--- src/psd_pkg.sv ---
// shared widths, word types and carry structs for the point to segment distance unit
// no dependencies
package psd_pkg;

  localparam int COORD_WIDTH     = 24;
  localparam int T_FRACTION_BITS = 16;

  localparam int DIST_W  = 25;
  localparam int TOUT_W  = 17;
  localparam int D_W     = COORD_WIDTH + 1;
  localparam int LEN_W   = 2 * D_W;
  localparam int DOT_W   = LEN_W + 2;
  localparam int TF_W    = T_FRACTION_BITS + 1;
  localparam int PROD_W  = D_W + TF_W;
  localparam int DX_W    = D_W + 1;
  localparam int SQ_W    = 2 * DX_W + 1;
  localparam int RT_W    = COORD_WIDTH + 3;
  localparam int CMP_W   = 2 * RT_W + 1;

  typedef struct packed {
    logic signed [COORD_WIDTH-1:0] point_x;
    logic signed [COORD_WIDTH-1:0] point_y;
    logic signed [COORD_WIDTH-1:0] start_x;
    logic signed [COORD_WIDTH-1:0] start_y;
    logic signed [COORD_WIDTH-1:0] end_x;
    logic signed [COORD_WIDTH-1:0] end_y;
  } psd_query_t;

  typedef struct packed {
    logic [DIST_W-1:0] distance;
    logic [TOUT_W-1:0] t_fraction;
    logic              zero_length;
  } psd_result_t;

  typedef struct packed {
    logic signed [D_W-1:0] apx;
    logic signed [D_W-1:0] apy;
    logic signed [D_W-1:0] abx;
    logic signed [D_W-1:0] aby;
    logic                  zero_length;
    logic                  t_one;
    logic                  t_zero;
  } psd_carry_t;

  typedef struct packed {
    logic [TF_W-1:0] t_fraction;
    logic            zero_length;
  } psd_tag_t;

endpackage

--- src/psd_div.sv ---
// pipelined restoring divider for the projection ratio, one quotient bit per stage
// depends on psd_pkg
module psd_div import psd_pkg::*; (
  input  logic                       clk,
  input  logic                       rst,
  input  logic                       en,
  input  logic                       in_valid,
  input  logic [LEN_W-1:0]           in_rem,
  input  logic [LEN_W-1:0]           in_den,
  input  psd_carry_t                 in_carry,
  output logic                       out_valid,
  output logic [T_FRACTION_BITS-1:0] out_q,
  output psd_carry_t                 out_carry
);

  logic                       vld   [T_FRACTION_BITS];
  logic [LEN_W-1:0]           rem   [T_FRACTION_BITS];
  logic [LEN_W-1:0]           den   [T_FRACTION_BITS];
  logic [T_FRACTION_BITS-1:0] quo   [T_FRACTION_BITS];
  psd_carry_t                 carry [T_FRACTION_BITS];

  for (genvar k = 0; k < T_FRACTION_BITS; k++) begin : g_stage
    logic                       v_in;
    logic [LEN_W-1:0]           r_in;
    logic [LEN_W-1:0]           d_in;
    logic [T_FRACTION_BITS-1:0] q_in;
    psd_carry_t                 c_in;
    logic [LEN_W:0]             r2;
    logic                       ge;

    if (k == 0) begin : g_first
      assign v_in = in_valid;
      assign r_in = in_rem;
      assign d_in = in_den;
      assign q_in = '0;
      assign c_in = in_carry;
    end else begin : g_next
      assign v_in = vld[k-1];
      assign r_in = rem[k-1];
      assign d_in = den[k-1];
      assign q_in = quo[k-1];
      assign c_in = carry[k-1];
    end

    assign r2 = {r_in, 1'b0};
    assign ge = r2 >= {1'b0, d_in};

    always_ff @(posedge clk) begin
      if (rst) begin
        vld[k] <= 1'b0;
      end else if (en) begin
        vld[k] <= v_in;
      end
      if (en) begin
        rem[k]   <= ge ? LEN_W'(r2 - {1'b0, d_in}) : LEN_W'(r2);
        den[k]   <= d_in;
        quo[k]   <= {q_in[T_FRACTION_BITS-2:0], ge};
        carry[k] <= c_in;
      end
    end
  end

  assign out_valid = vld[T_FRACTION_BITS-1];
  assign out_q     = quo[T_FRACTION_BITS-1];
  assign out_carry = carry[T_FRACTION_BITS-1];

endmodule

--- config.mk ---
export PLATFORM = sky130hd
export DESIGN_NAME = psd_div
export DESIGN_NICKNAME = d
export VERILOG_FILES = /design/src/psd_pkg.sv /design/src/psd_div.sv
export SDC_FILE = /design/constraint.sdc
export NUM_CORES = 2
export LEC_CHECK = 0
export ABC_CLOCK_PERIOD_IN_PS = 4200
export BUFFER_PORTS_ARGS = -buffer_cell sky130_fd_sc_hd__buf_2
export CAP_MARGIN = 20
export CORE_ASPECT_RATIO = 1.1
export CORE_MARGIN = 3
export CORE_UTILIZATION = 31
export DETAILED_ROUTE_END_ITERATION = 10
export HOLD_SLACK_MARGIN = 0.06
export PLACE_DENSITY = 0.44
export SYNTH_ARGS = -nofsm -noshare
export SYNTH_HDL_FRONTEND = slang
export SYNTH_SLANG_ARGS = --single-unit
--- constraint.sdc ---
create_clock -name clk -period 4.2 [get_ports clk]
set_input_delay 0.21 -clock clk [delete_from_list [all_inputs] [get_ports clk]]
set_output_delay 0.21 -clock clk [all_outputs]
set_load 0.05 [all_outputs]
==> flow_summary.toml <==
[run_status]
status = "completed"

[power]
power_mw = 130
p_leak_nw = 71.3
peakVddDrop_mv = 0.334
power_density_mw_per_mm2 = 706

[synthesis]
synth_edf_count = 3300
synth_seq_cells = 3300
syn_inst = 11900
syn_area_sq_mm = 0.153
synth_top_area_frac = 0.646
ys_types = 105
ys_seq_area_frac = 0.646
synth_area_per_cell_sq_um = 12.9
yosys-top-cells-area = "edfxtp_1 65%, ha_1 6.5%, a21oi_1 3.5%, inv_1 2.4%, o21ai_0 2.3%"
synthArstFlopShare = 0
yosysTopAreaCell = "edfxtp_1"
syn_nets = 12900
synth_flop_cell = "edfxtp_1"
ys_warn_count = 0

[floorplanning]
ios = 327
dieArea_sq_mm = 0.503
core_area_sq_mm = 0.492
initial_utilization = 0.312
die_height_um = 744
die_x_um = 677
rows = 270

[place]
dpl_worst_slack_ns = -0.270
place_area_sq_mm = 0.167
place.gp.congestion = 0.930
hpwl_um = 277000
port_buffers = 326

[worst_setup_path]
cp_slowest_stage_delay_ns = 0.71
worstSetupPathType = "flip-flop to flip-flop"
critPathArrivalTime_ns = 4.82
endpoint_kind = "flip-flop"
critical-path-top-delay-family = "compound AO/OA/AOI/OAI gates"
critPathBufInv = 1
path_cells = "ha_1, a21o_1, a21oi_1, nor3b_1, o31a_1, nor4_1, o21ai_0, buf_4, and2_1, o21ai_0, a21oi_1, xor2_1, o22ai_1"
start_kind = "flip-flop"
required_ns = 4.91
slowest_stage = "nor4_1"
worstPathMaxFanout = 5

[sta]
hold_viol = 0
min_period_over_period = 0.978
fmaxAchievable_mhz = 243
rsz0062_at_grt = "no"
setup_viol = 0
min_period_ns = 4.11
hold_slack_ns = 0.246
fin_ws_ns = 0.0915
worst_pin_slew_ns = 0.977
fin_setup_tns_ns = 0
fin_skew_ns = 0.0624
slew_viol_final = 0
relSlewSlack = 0.344

[clock_network]
worstSkewPairLatency_ns = 0.99
cts_buffers = 371
clkSlewWorstSetupHoldPaths_ns = 0.06
cts_htree_levels = 5
cts_root_buffer = "clkbuf_16"
cts.sinks = 3300
clk_path_buf_depth = 4
cts_tree = "yes"

[route]
vias = 95900
drt-initial-drc-count = 5913
ant_nets = 0
post_drt_wl_per_cell_um = 18.4
drc_errors = 0
dr.pass1.iters = 8
wirelength_um = 370000
viasPerCell = 4.76

[final_layout]
fillers = 46700
area_delta_synth_final_pct = 20.0
layout_common_cells = "3300 x edfxtp_1, 1058 x a21oi_1, 977 x inv_1"
layout.nets = 14300
layout.cells.most_common = "edfxtp_1"
final_cell_area_sq_mm = 0.184
drive_gt1_frac = 0.136

[global_route]
grt_max_degree = 148
first_global_vias = 100000
antenna_found_initial = 5
grt_use_met2 = 0.263
grt_pass1_wl_um = 573000
track_usage = 0.143
grt_overflow = 0
grt.busiest_layer = "met2"
grt_use_met1 = 0.161
met3_usage = 0.0192

[flow_run]
maxCapViolations = 0

[hold_path]
hold_path.class = "primary input to flip-flop"
-- worst paths after layout --
check,slack [ns],depth (start not counted),from,to
hold reg to reg,0.39,0,carry[1][436],carry[1][539]
hold / removal,0.25,5,in_rem[41],rem[0][42]
setup / recovery,0.09,13,rem[2][52],rem[3][47]
setup reg to reg,0.09,13,rem[2][52],rem[3][47]
-- state kept, by name (all words and copies together) (netlist names) --
signal  flops
rem       750
vld        16
carry    1648
den       750
quo       136
-- worst reg2reg max path, cell delays in order (launching register included) --
cell and delay [ns]:
edfxtp_1 0.43, ha_1 0.41, a21o_1 0.14, a21oi_1 0.06, nor3b_1 0.18, o31a_1 0.35
nor4_1 0.71, o21ai_0 0.16, buf_4 0.19, and2_1 0.15, o21ai_0 0.66, a21oi_1 0.18
xor2_1 0.16, o22ai_1 0.11
-- cell families after synthesis --
family	synth area share
AOI/OAI and AO/OA	0.125
and+or+nand+nor	0.0736
muxes	0.0101
buffers and inverters	0.0395
adders and majority gates	0.0671
xor gates and xnor gates	0.0391
DFF	0.646
-- report_power, final --
| group | switching, mW | internal [mW] | total, mW |
|---|---|---|---|
| Sequential | 3.22 | 44.3 | 47.5 |
| Clock | 13.5 | 18.8 | 32.2 |
| Combinational | 28.8 | 21.4 | 50.2 |
| Total | 45.5 | 84.4 | 130 |
-- synthesized netlist by cell type, types with 27 or more instances --
cell and instances:
nand3_1 128, o21ai_1 42, o21a_1 100, o31ai_1 63, buf_4 110, mux2_2 118, or3_1 30, xnor2_1 396
o21ai_0 693, a21oi_1 1067, nand2_1 825, and2_1 59, xor2_1 288, nand2b_1 90, o211ai_1 45, edfxtp_1 3300
nor3_1 109, o21bai_1 138, ha_1 799, nand4_1 188, and3_1 89, nor2b_1 99, a211oi_1 75, a41oi_1 27
inv_1 977, buf_2 75, nor2_1 669, a31oi_1 103, a21o_1 440, clkbuf_1 275
-- routing by layer --
metal / vias up / share of wire
met2: 2195 / 0.51
li1: 46700 / -
met3: 874 / 0.033
met5: - / 0.00089
met4: 2 / 0.057
met1: 46100 / 0.40
-- timing repair --
item / 4_1_cts / 5_1_grt
resized for setup: 12 / 57
setup buffers: 0 / 2
endpoints found under the hold margin: 361 / 0
pin swaps: 0 / 5
hold buffers: 452 / 0
endpoints found under the setup margin: 47 / 274
-- per-stage QoR --
step	std cells	utilization
global route	20100	0.374
detailed placement	19000	0.339
global placement	19000	0.339
CTS	20100	0.373
finish	20100	0.374
floorplan	11900	-
-- area by class of cell --
cell class | count | area [sq um] | share of cell area
sequential | 3300 | 99100 | 0.538
multi-input combinational | 7136 | 48700 | 0.264
timing repair buffer | 1486 | 12200 | 0.0664
clock buffer | 444 | 9580 | 0.0521
tap | 6528 | 8170 | 0.0444
inverter | 978 | 3670 | 0.0199
clock inverter | 235 | 2590 | 0.0141
antenna | 12 | 30.0 | 0.000163
No activity file was read; power rests on OpenSTA's default activity.
