## src/psd_pkg.sv

```systemverilog
// shared widths, word types and carry structs for the point to segment distance unit
// no dependencies
package psd_pkg;

  localparam int COORD_WIDTH     = 24;
  localparam int T_FRACTION_BITS = 16;

  localparam int DIST_W  = 25;
  localparam int TOUT_W  = 17;
  localparam int D_W     = COORD_WIDTH + 1;
  localparam int LEN_W   = 2 * D_W;
  localparam int DOT_W   = LEN_W + 2;
  localparam int TF_W    = T_FRACTION_BITS + 1;
  localparam int PROD_W  = D_W + TF_W;
  localparam int DX_W    = D_W + 1;
  localparam int SQ_W    = 2 * DX_W + 1;
  localparam int RT_W    = COORD_WIDTH + 3;
  localparam int CMP_W   = 2 * RT_W + 1;

  typedef struct packed {
    logic signed [COORD_WIDTH-1:0] point_x;
    logic signed [COORD_WIDTH-1:0] point_y;
    logic signed [COORD_WIDTH-1:0] start_x;
    logic signed [COORD_WIDTH-1:0] start_y;
    logic signed [COORD_WIDTH-1:0] end_x;
    logic signed [COORD_WIDTH-1:0] end_y;
  } psd_query_t;

  typedef struct packed {
    logic [DIST_W-1:0] distance;
    logic [TOUT_W-1:0] t_fraction;
    logic              zero_length;
  } psd_result_t;

  typedef struct packed {
    logic signed [D_W-1:0] apx;
    logic signed [D_W-1:0] apy;
    logic signed [D_W-1:0] abx;
    logic signed [D_W-1:0] aby;
    logic                  zero_length;
    logic                  t_one;
    logic                  t_zero;
  } psd_carry_t;

  typedef struct packed {
    logic [TF_W-1:0] t_fraction;
    logic            zero_length;
  } psd_tag_t;

endpackage

```

## src/psd_sqrt.sv

```systemverilog
// pipelined integer square root, one root bit per stage, truncating
// depends on psd_pkg
module psd_sqrt import psd_pkg::*; (
  input  logic            clk,
  input  logic            rst,
  input  logic            en,
  input  logic            in_valid,
  input  logic [SQ_W-1:0] in_sq,
  input  psd_tag_t        in_tag,
  output logic            out_valid,
  output logic [RT_W-1:0] out_root,
  output psd_tag_t        out_tag
);

  logic             vld  [RT_W];
  logic [SQ_W-1:0]  s    [RT_W];
  logic [RT_W-1:0]  root [RT_W];
  logic [CMP_W-1:0] rsq  [RT_W];
  psd_tag_t         tag  [RT_W];

  for (genvar k = 0; k < RT_W; k++) begin : g_stage
    localparam int B = RT_W - 1 - k;
    logic             v_in;
    logic [SQ_W-1:0]  s_in;
    logic [RT_W-1:0]  r_in;
    logic [CMP_W-1:0] q_in;
    psd_tag_t         t_in;
    logic [CMP_W-1:0] trial;
    logic             take;

    if (k == 0) begin : g_first
      assign v_in = in_valid;
      assign s_in = in_sq;
      assign r_in = '0;
      assign q_in = '0;
      assign t_in = in_tag;
    end else begin : g_next
      assign v_in = vld[k-1];
      assign s_in = s[k-1];
      assign r_in = root[k-1];
      assign q_in = rsq[k-1];
      assign t_in = tag[k-1];
    end

    assign trial = q_in + (CMP_W'(r_in) << (B + 1)) + (CMP_W'(1) << (2 * B));
    assign take  = trial <= CMP_W'(s_in);

    always_ff @(posedge clk) begin
      if (rst) begin
        vld[k] <= 1'b0;
      end else if (en) begin
        vld[k] <= v_in;
      end
      if (en) begin
        s[k]    <= s_in;
        root[k] <= take ? (r_in | (RT_W'(1) << B)) : r_in;
        rsq[k]  <= take ? trial : q_in;
        tag[k]  <= t_in;
      end
    end
  end

  assign out_valid = vld[RT_W-1];
  assign out_root  = root[RT_W-1];
  assign out_tag   = tag[RT_W-1];

endmodule

```

## config.mk

```make
export PLATFORM = sky130hd
export DESIGN_NAME = psd_sqrt
export DESIGN_NICKNAME = d
export VERILOG_FILES = /design/src/psd_pkg.sv /design/src/psd_sqrt.sv
export SDC_FILE = /design/constraint.sdc
export NUM_CORES = 2
export LEC_CHECK = 0
export BUFFER_PORTS_ARGS = -buffer_cell sky130_fd_sc_hd__clkbuf_2
export CORE_MARGIN = 2
export CORE_UTILIZATION = 45
export DETAILED_ROUTE_END_ITERATION = 16
export PLACE_DENSITY_LB_ADDON = 0.25
export SETUP_SLACK_MARGIN = 0.2
export SLEW_MARGIN = 20
export SYNTH_ARGS = -nofsm -noshare
export SYNTH_HDL_FRONTEND = slang
export SYNTH_MEMORY_MAX_BITS = 65536
export SYNTH_SLANG_ARGS = --single-unit
export TNS_END_PERCENT = 30
```

## constraint.sdc

```tcl
create_clock -name clk -period 6.5 [get_ports clk]
set_input_delay 0.325 -clock clk [delete_from_list [all_inputs] [get_ports clk]]
set_output_delay 0.325 -clock clk [all_outputs]
set_load 0.02 [all_outputs]
```

==> results.txt <==
- The flow ran to the end, and the final reports show no timing, DRC or antenna violations.
* Count of non-filler cells in the finished layout: 14600
- Highest attainable clock frequency: approximately 160 MHz
- The first global-routing pass estimated 500000 um of wire.
- Total Routed Length: between 300000 and 400000 um
* Total instance count after detailed placement: 14000
- Class of the most critical setup path: reg -> reg
- Number of clock buffers inserted by TritonCTS: 317
* Post-route met1 wirelength: between 100000 and 150000 um
* Crit end category: flip-flop
- Fraction of post-synthesis cell area in the top cell type by area: 0.647
- Of the total synthesized cell area, the portion taken by XOR and XNOR cells is 0.0589.
* Critical Path Fanout Max: 23
- After the first detailed-routing iteration, the DRC count stood at 5499.
- At the pin with the least slew margin, the transition time is between 1000 and 1500 ps.
- Share of synthesized area occupied by flip-flops and latches: 0.647
- The die covers approximately 0.31 mm^2.
- Measured on the finished design, the core utilization comes to 0.513.
* Post-layout worst setup margin: 376 ps
- Largest family of logic cells by synthesized area: adder cells
- CTS tree: built
* Maximum vdd ir drop: 0.000287 V
- Dividing the final minimum period by the clock period gives 0.942.
- Area delta synth->final: 13.5%
* Clk Tree Root Cell: sky130_fd_sc_hd__clkbuf_16
- Counting every sink on the clock net gives 2944.
* Syn Inst Count: 9750
- For this run, the total global-route usage over all layers was measured as 0.215.
- At the worst endpoint, the arrival time is 6720 ps.
- CTS H-Tree Depth: 5
- Commonest non-fill, non-tap cell in the layout: sky130_fd_sc_hd__edfxtp_1
- The placed instances occupy a cell area of around 0.14 mm^2.
* Pins Over Slew Limit: 0
- Leaving out fill and tap cells, the most frequent cells in the layout are 2944 x sky130_fd_sc_hd__edfxtp_1, 976 x sky130_fd_sc_hd__ha_1, 775 x sky130_fd_sc_hd__inv_1, 514 x sky130_fd_sc_hd__nand2_1, 501 x sky130_fd_sc_hd__xnor2_1.
- Total area of multi-input combinational cells: 0.0448 mm^2
- DR vias: ~80000
- Worst min path class: in -> reg
* Async set-reset flop share out of synthesis: 0
- The synthesized design contains approximately 2900 register bits.
* Final HPWL from detailed placement: ~260000 um
- Biggest area consumer among synthesized cells: sky130_fd_sc_hd__edfxtp_1
* Fraction of synthesized area in multiplexers: 0.0213
- Data on the critical path is required at its endpoint by 7090 ps.
- For the final database, setup skew stands at 89.3 ps.
* Worst slew margin: 0.108
* Setup-failing EPs final: 0
* Final-stage net count: 11500
- Adder-cell share of the synthesized area: 0.0895
- Post-synthesis average cell area: 14.0 um^2
- After detailed routing, the average wire length per cell comes to 22.8 um.
- In the final layout, flip-flops and latches occupy 0.0884 mm^2.
- Max-cap violations in this run came to 0.
- Counting the fill cells in the layout gives roughly 25000.
- Using the TritonRoute via totals, the vias-per-cell ratio works out to 5.37.
- Die Y: 555 um
- Number of enable-type register cells in the synthesized netlist: 2944
* Clock-pin slew on the worst setup and hold paths: around 60 ps
- Prevailing post-synth register cell: sky130_fd_sc_hd__edfxtp_1
- Metal2 WL: 180000 um
* Post-synthesis compound-gate area fraction: 0.0697
* Post-layout instance area: about 0.16 mm^2
- Setup crit start kind: flip-flop
* Final TNS setup: 0 ps
- DIE WIDTH: 555 um
- The via count of the first global-routing pass was 81800.
- Cell variety after synth: 124
- After detailed routing, the number of remaining DRC violations is 0.
- The final hold violation count came to 0.
- Fraction of layout cells with a size suffix above 1: 0.111
* Simple-gate portion of the synthesized area: 0.0879
- After detailed routing, no signal wire sits above met5.
* Initial antenna violation count: 6
- Routability-driven placement finished with a final weighted congestion of just under 1.
* Initial cell density of the core: 0.452
- In this run the deepest clock path goes through 4 buffers.
- Clock insertion delay at the later pin of the skew report: just over 900 ps
- Leakage Power: 0.0602 uW
- Most area-consuming cells after synthesis: sky130_fd_sc_hd__edfxtp_1 65%, sky130_fd_sc_hd__ha_1 8.9%, sky130_fd_sc_hd__xnor2_1 3.2%
- The total overflow left after global routing is 0.
* Std-Cell Rows: 202
- The first detailed-routing pass took 7 iterations.
- 121 I/O pins were placed.
- Yosys printed 0 warnings.
- Unrepaired setup endpoints after global routing: true
- Buffers placed on the I/O ports in this run total 120.
- Post-synth design cell area: 0.137 mm^2
* Total core area: between 0.3 and 0.4 mm^2
* Pin count of the biggest net entering global routing: just over 200
- The routed design could run at a clock period as short as 6120 ps.
- Remaining antenna violation count: 0
- For this design the ratio of total power to cell area is ~320 mW/mm^2.
- OpenSTA, run right after detailed placement, puts the worst setup slack at 172 ps.
* Wire length on met3: 10500 um
logic make-up after synthesis:
family | count (synthesis)
flops | 2944
simple gates | 2347
compound gates | 1431
fa+ha+maj | 977
xor+xnor | 915
buf+inv | 879
mux | 256
other cells | 1
final timing paths:
path	to	depth (start not counted)	startpoint	slack [ps]
setup / recovery	rsq[1][361]$_DFFE_PP_	20	root[1][143]$_DFFE_PP_	380
setup reg to reg	rsq[1][361]$_DFFE_PP_	20	root[1][143]$_DFFE_PP_	380
hold / removal	s[0][48]$_DFFE_PP_	2	in_sq[48]	110
hold reg to reg	s[1][222]$_DFFE_PP_	0	s[1][169]$_DFFE_PP_	390
critical path, cell delays in order (launching register included):
cell                        delay (ps)
sky130_fd_sc_hd__edfxtp_1          550
sky130_fd_sc_hd__ha_1              440
sky130_fd_sc_hd__a21oi_1           220
sky130_fd_sc_hd__a21oi_1           160
sky130_fd_sc_hd__nor3_1            380
sky130_fd_sc_hd__buf_4             230
sky130_fd_sc_hd__o221ai_2          180
sky130_fd_sc_hd__o2111ai_1         590
sky130_fd_sc_hd__buf_4             270
sky130_fd_sc_hd__nor2_1             60
sky130_fd_sc_hd__xor2_1            310
sky130_fd_sc_hd__ha_1              330
sky130_fd_sc_hd__or3_1             380
sky130_fd_sc_hd__o211ai_1          130
sky130_fd_sc_hd__o211ai_1          200
sky130_fd_sc_hd__a221o_1           300
sky130_fd_sc_hd__a21oi_1           260
sky130_fd_sc_hd__o31ai_4           130
sky130_fd_sc_hd__inv_2              90
sky130_fd_sc_hd__buf_12            200
sky130_fd_sc_hd__mux2_1            360
synthesized netlist by cell type, drive strengths merged (19+ instances only):
library cell,instances
nand2b,68
mux2,253
o21ai,241
a21oi,444
or2,24
xnor2,506
ha,977
and2,133
nor4b,19
clkbuf,41
and4,38
nor3,181
nor2b,80
o211ai,44
or3,31
nor2,494
inv,782
xor2,409
nand3,225
buf,55
o21a,60
o21bai,44
a31oi,50
and3,108
nand4,215
a21o,260
a211oi,70
nand2,520
edfxtp,2944
nor4,157
flip-flops by register name (all words and copies together) (netlist names):
register,count
tag,486
rsq,700
s,1378
root,353
vld,27
through the flow:
| step | hold slack, ps | power (uW) |
|---|---|---|
| after CTS | 9.85 | 50800 |
| final | 109 | 50300 |
| after global routing | 53.7 | 52500 |
| after floorplan | 400 | 29300 |
| after detailed placement | 405 | 32800 |
| after global placement | 400 | 32500 |
area by class of cell:
type	count	share of cell area
Antenna cell	4	0.0000645
Sequential cell	2944	0.570
Clock buffer	372	0.0527
Timing Repair Buffer	435	0.0236
Inverter	783	0.0190
Clock inverter	198	0.0136
Tap cell	3978	0.0321
Multi-Input combinational cell	5928	0.289
power breakdown:
group          total (uW)  switching [uW]  internal (uW)
Combinational        8690            5080           3610
Sequential          23800            1100          22700
Clock               17900            7570          10300
Total               50300           13800          36600
per-layer routing:
layer	up-vias	global-route usage
met2	1576	0.409
li1	37900	-
met3	703	0.0268
met5	-	0
met4	2	0.109
met1	38500	0.231
timing repair:
item | CTS | global route
buffers inserted | 0 | 1
hold buffers | 75 | 0
resized for setup | 1 | 13
setup endpoints to repair | 17 | 165
endpoints found under the hold margin | 169 | 0
pin swaps | 0 | 1
Note: power is estimated with default switching activity, not from simulation.
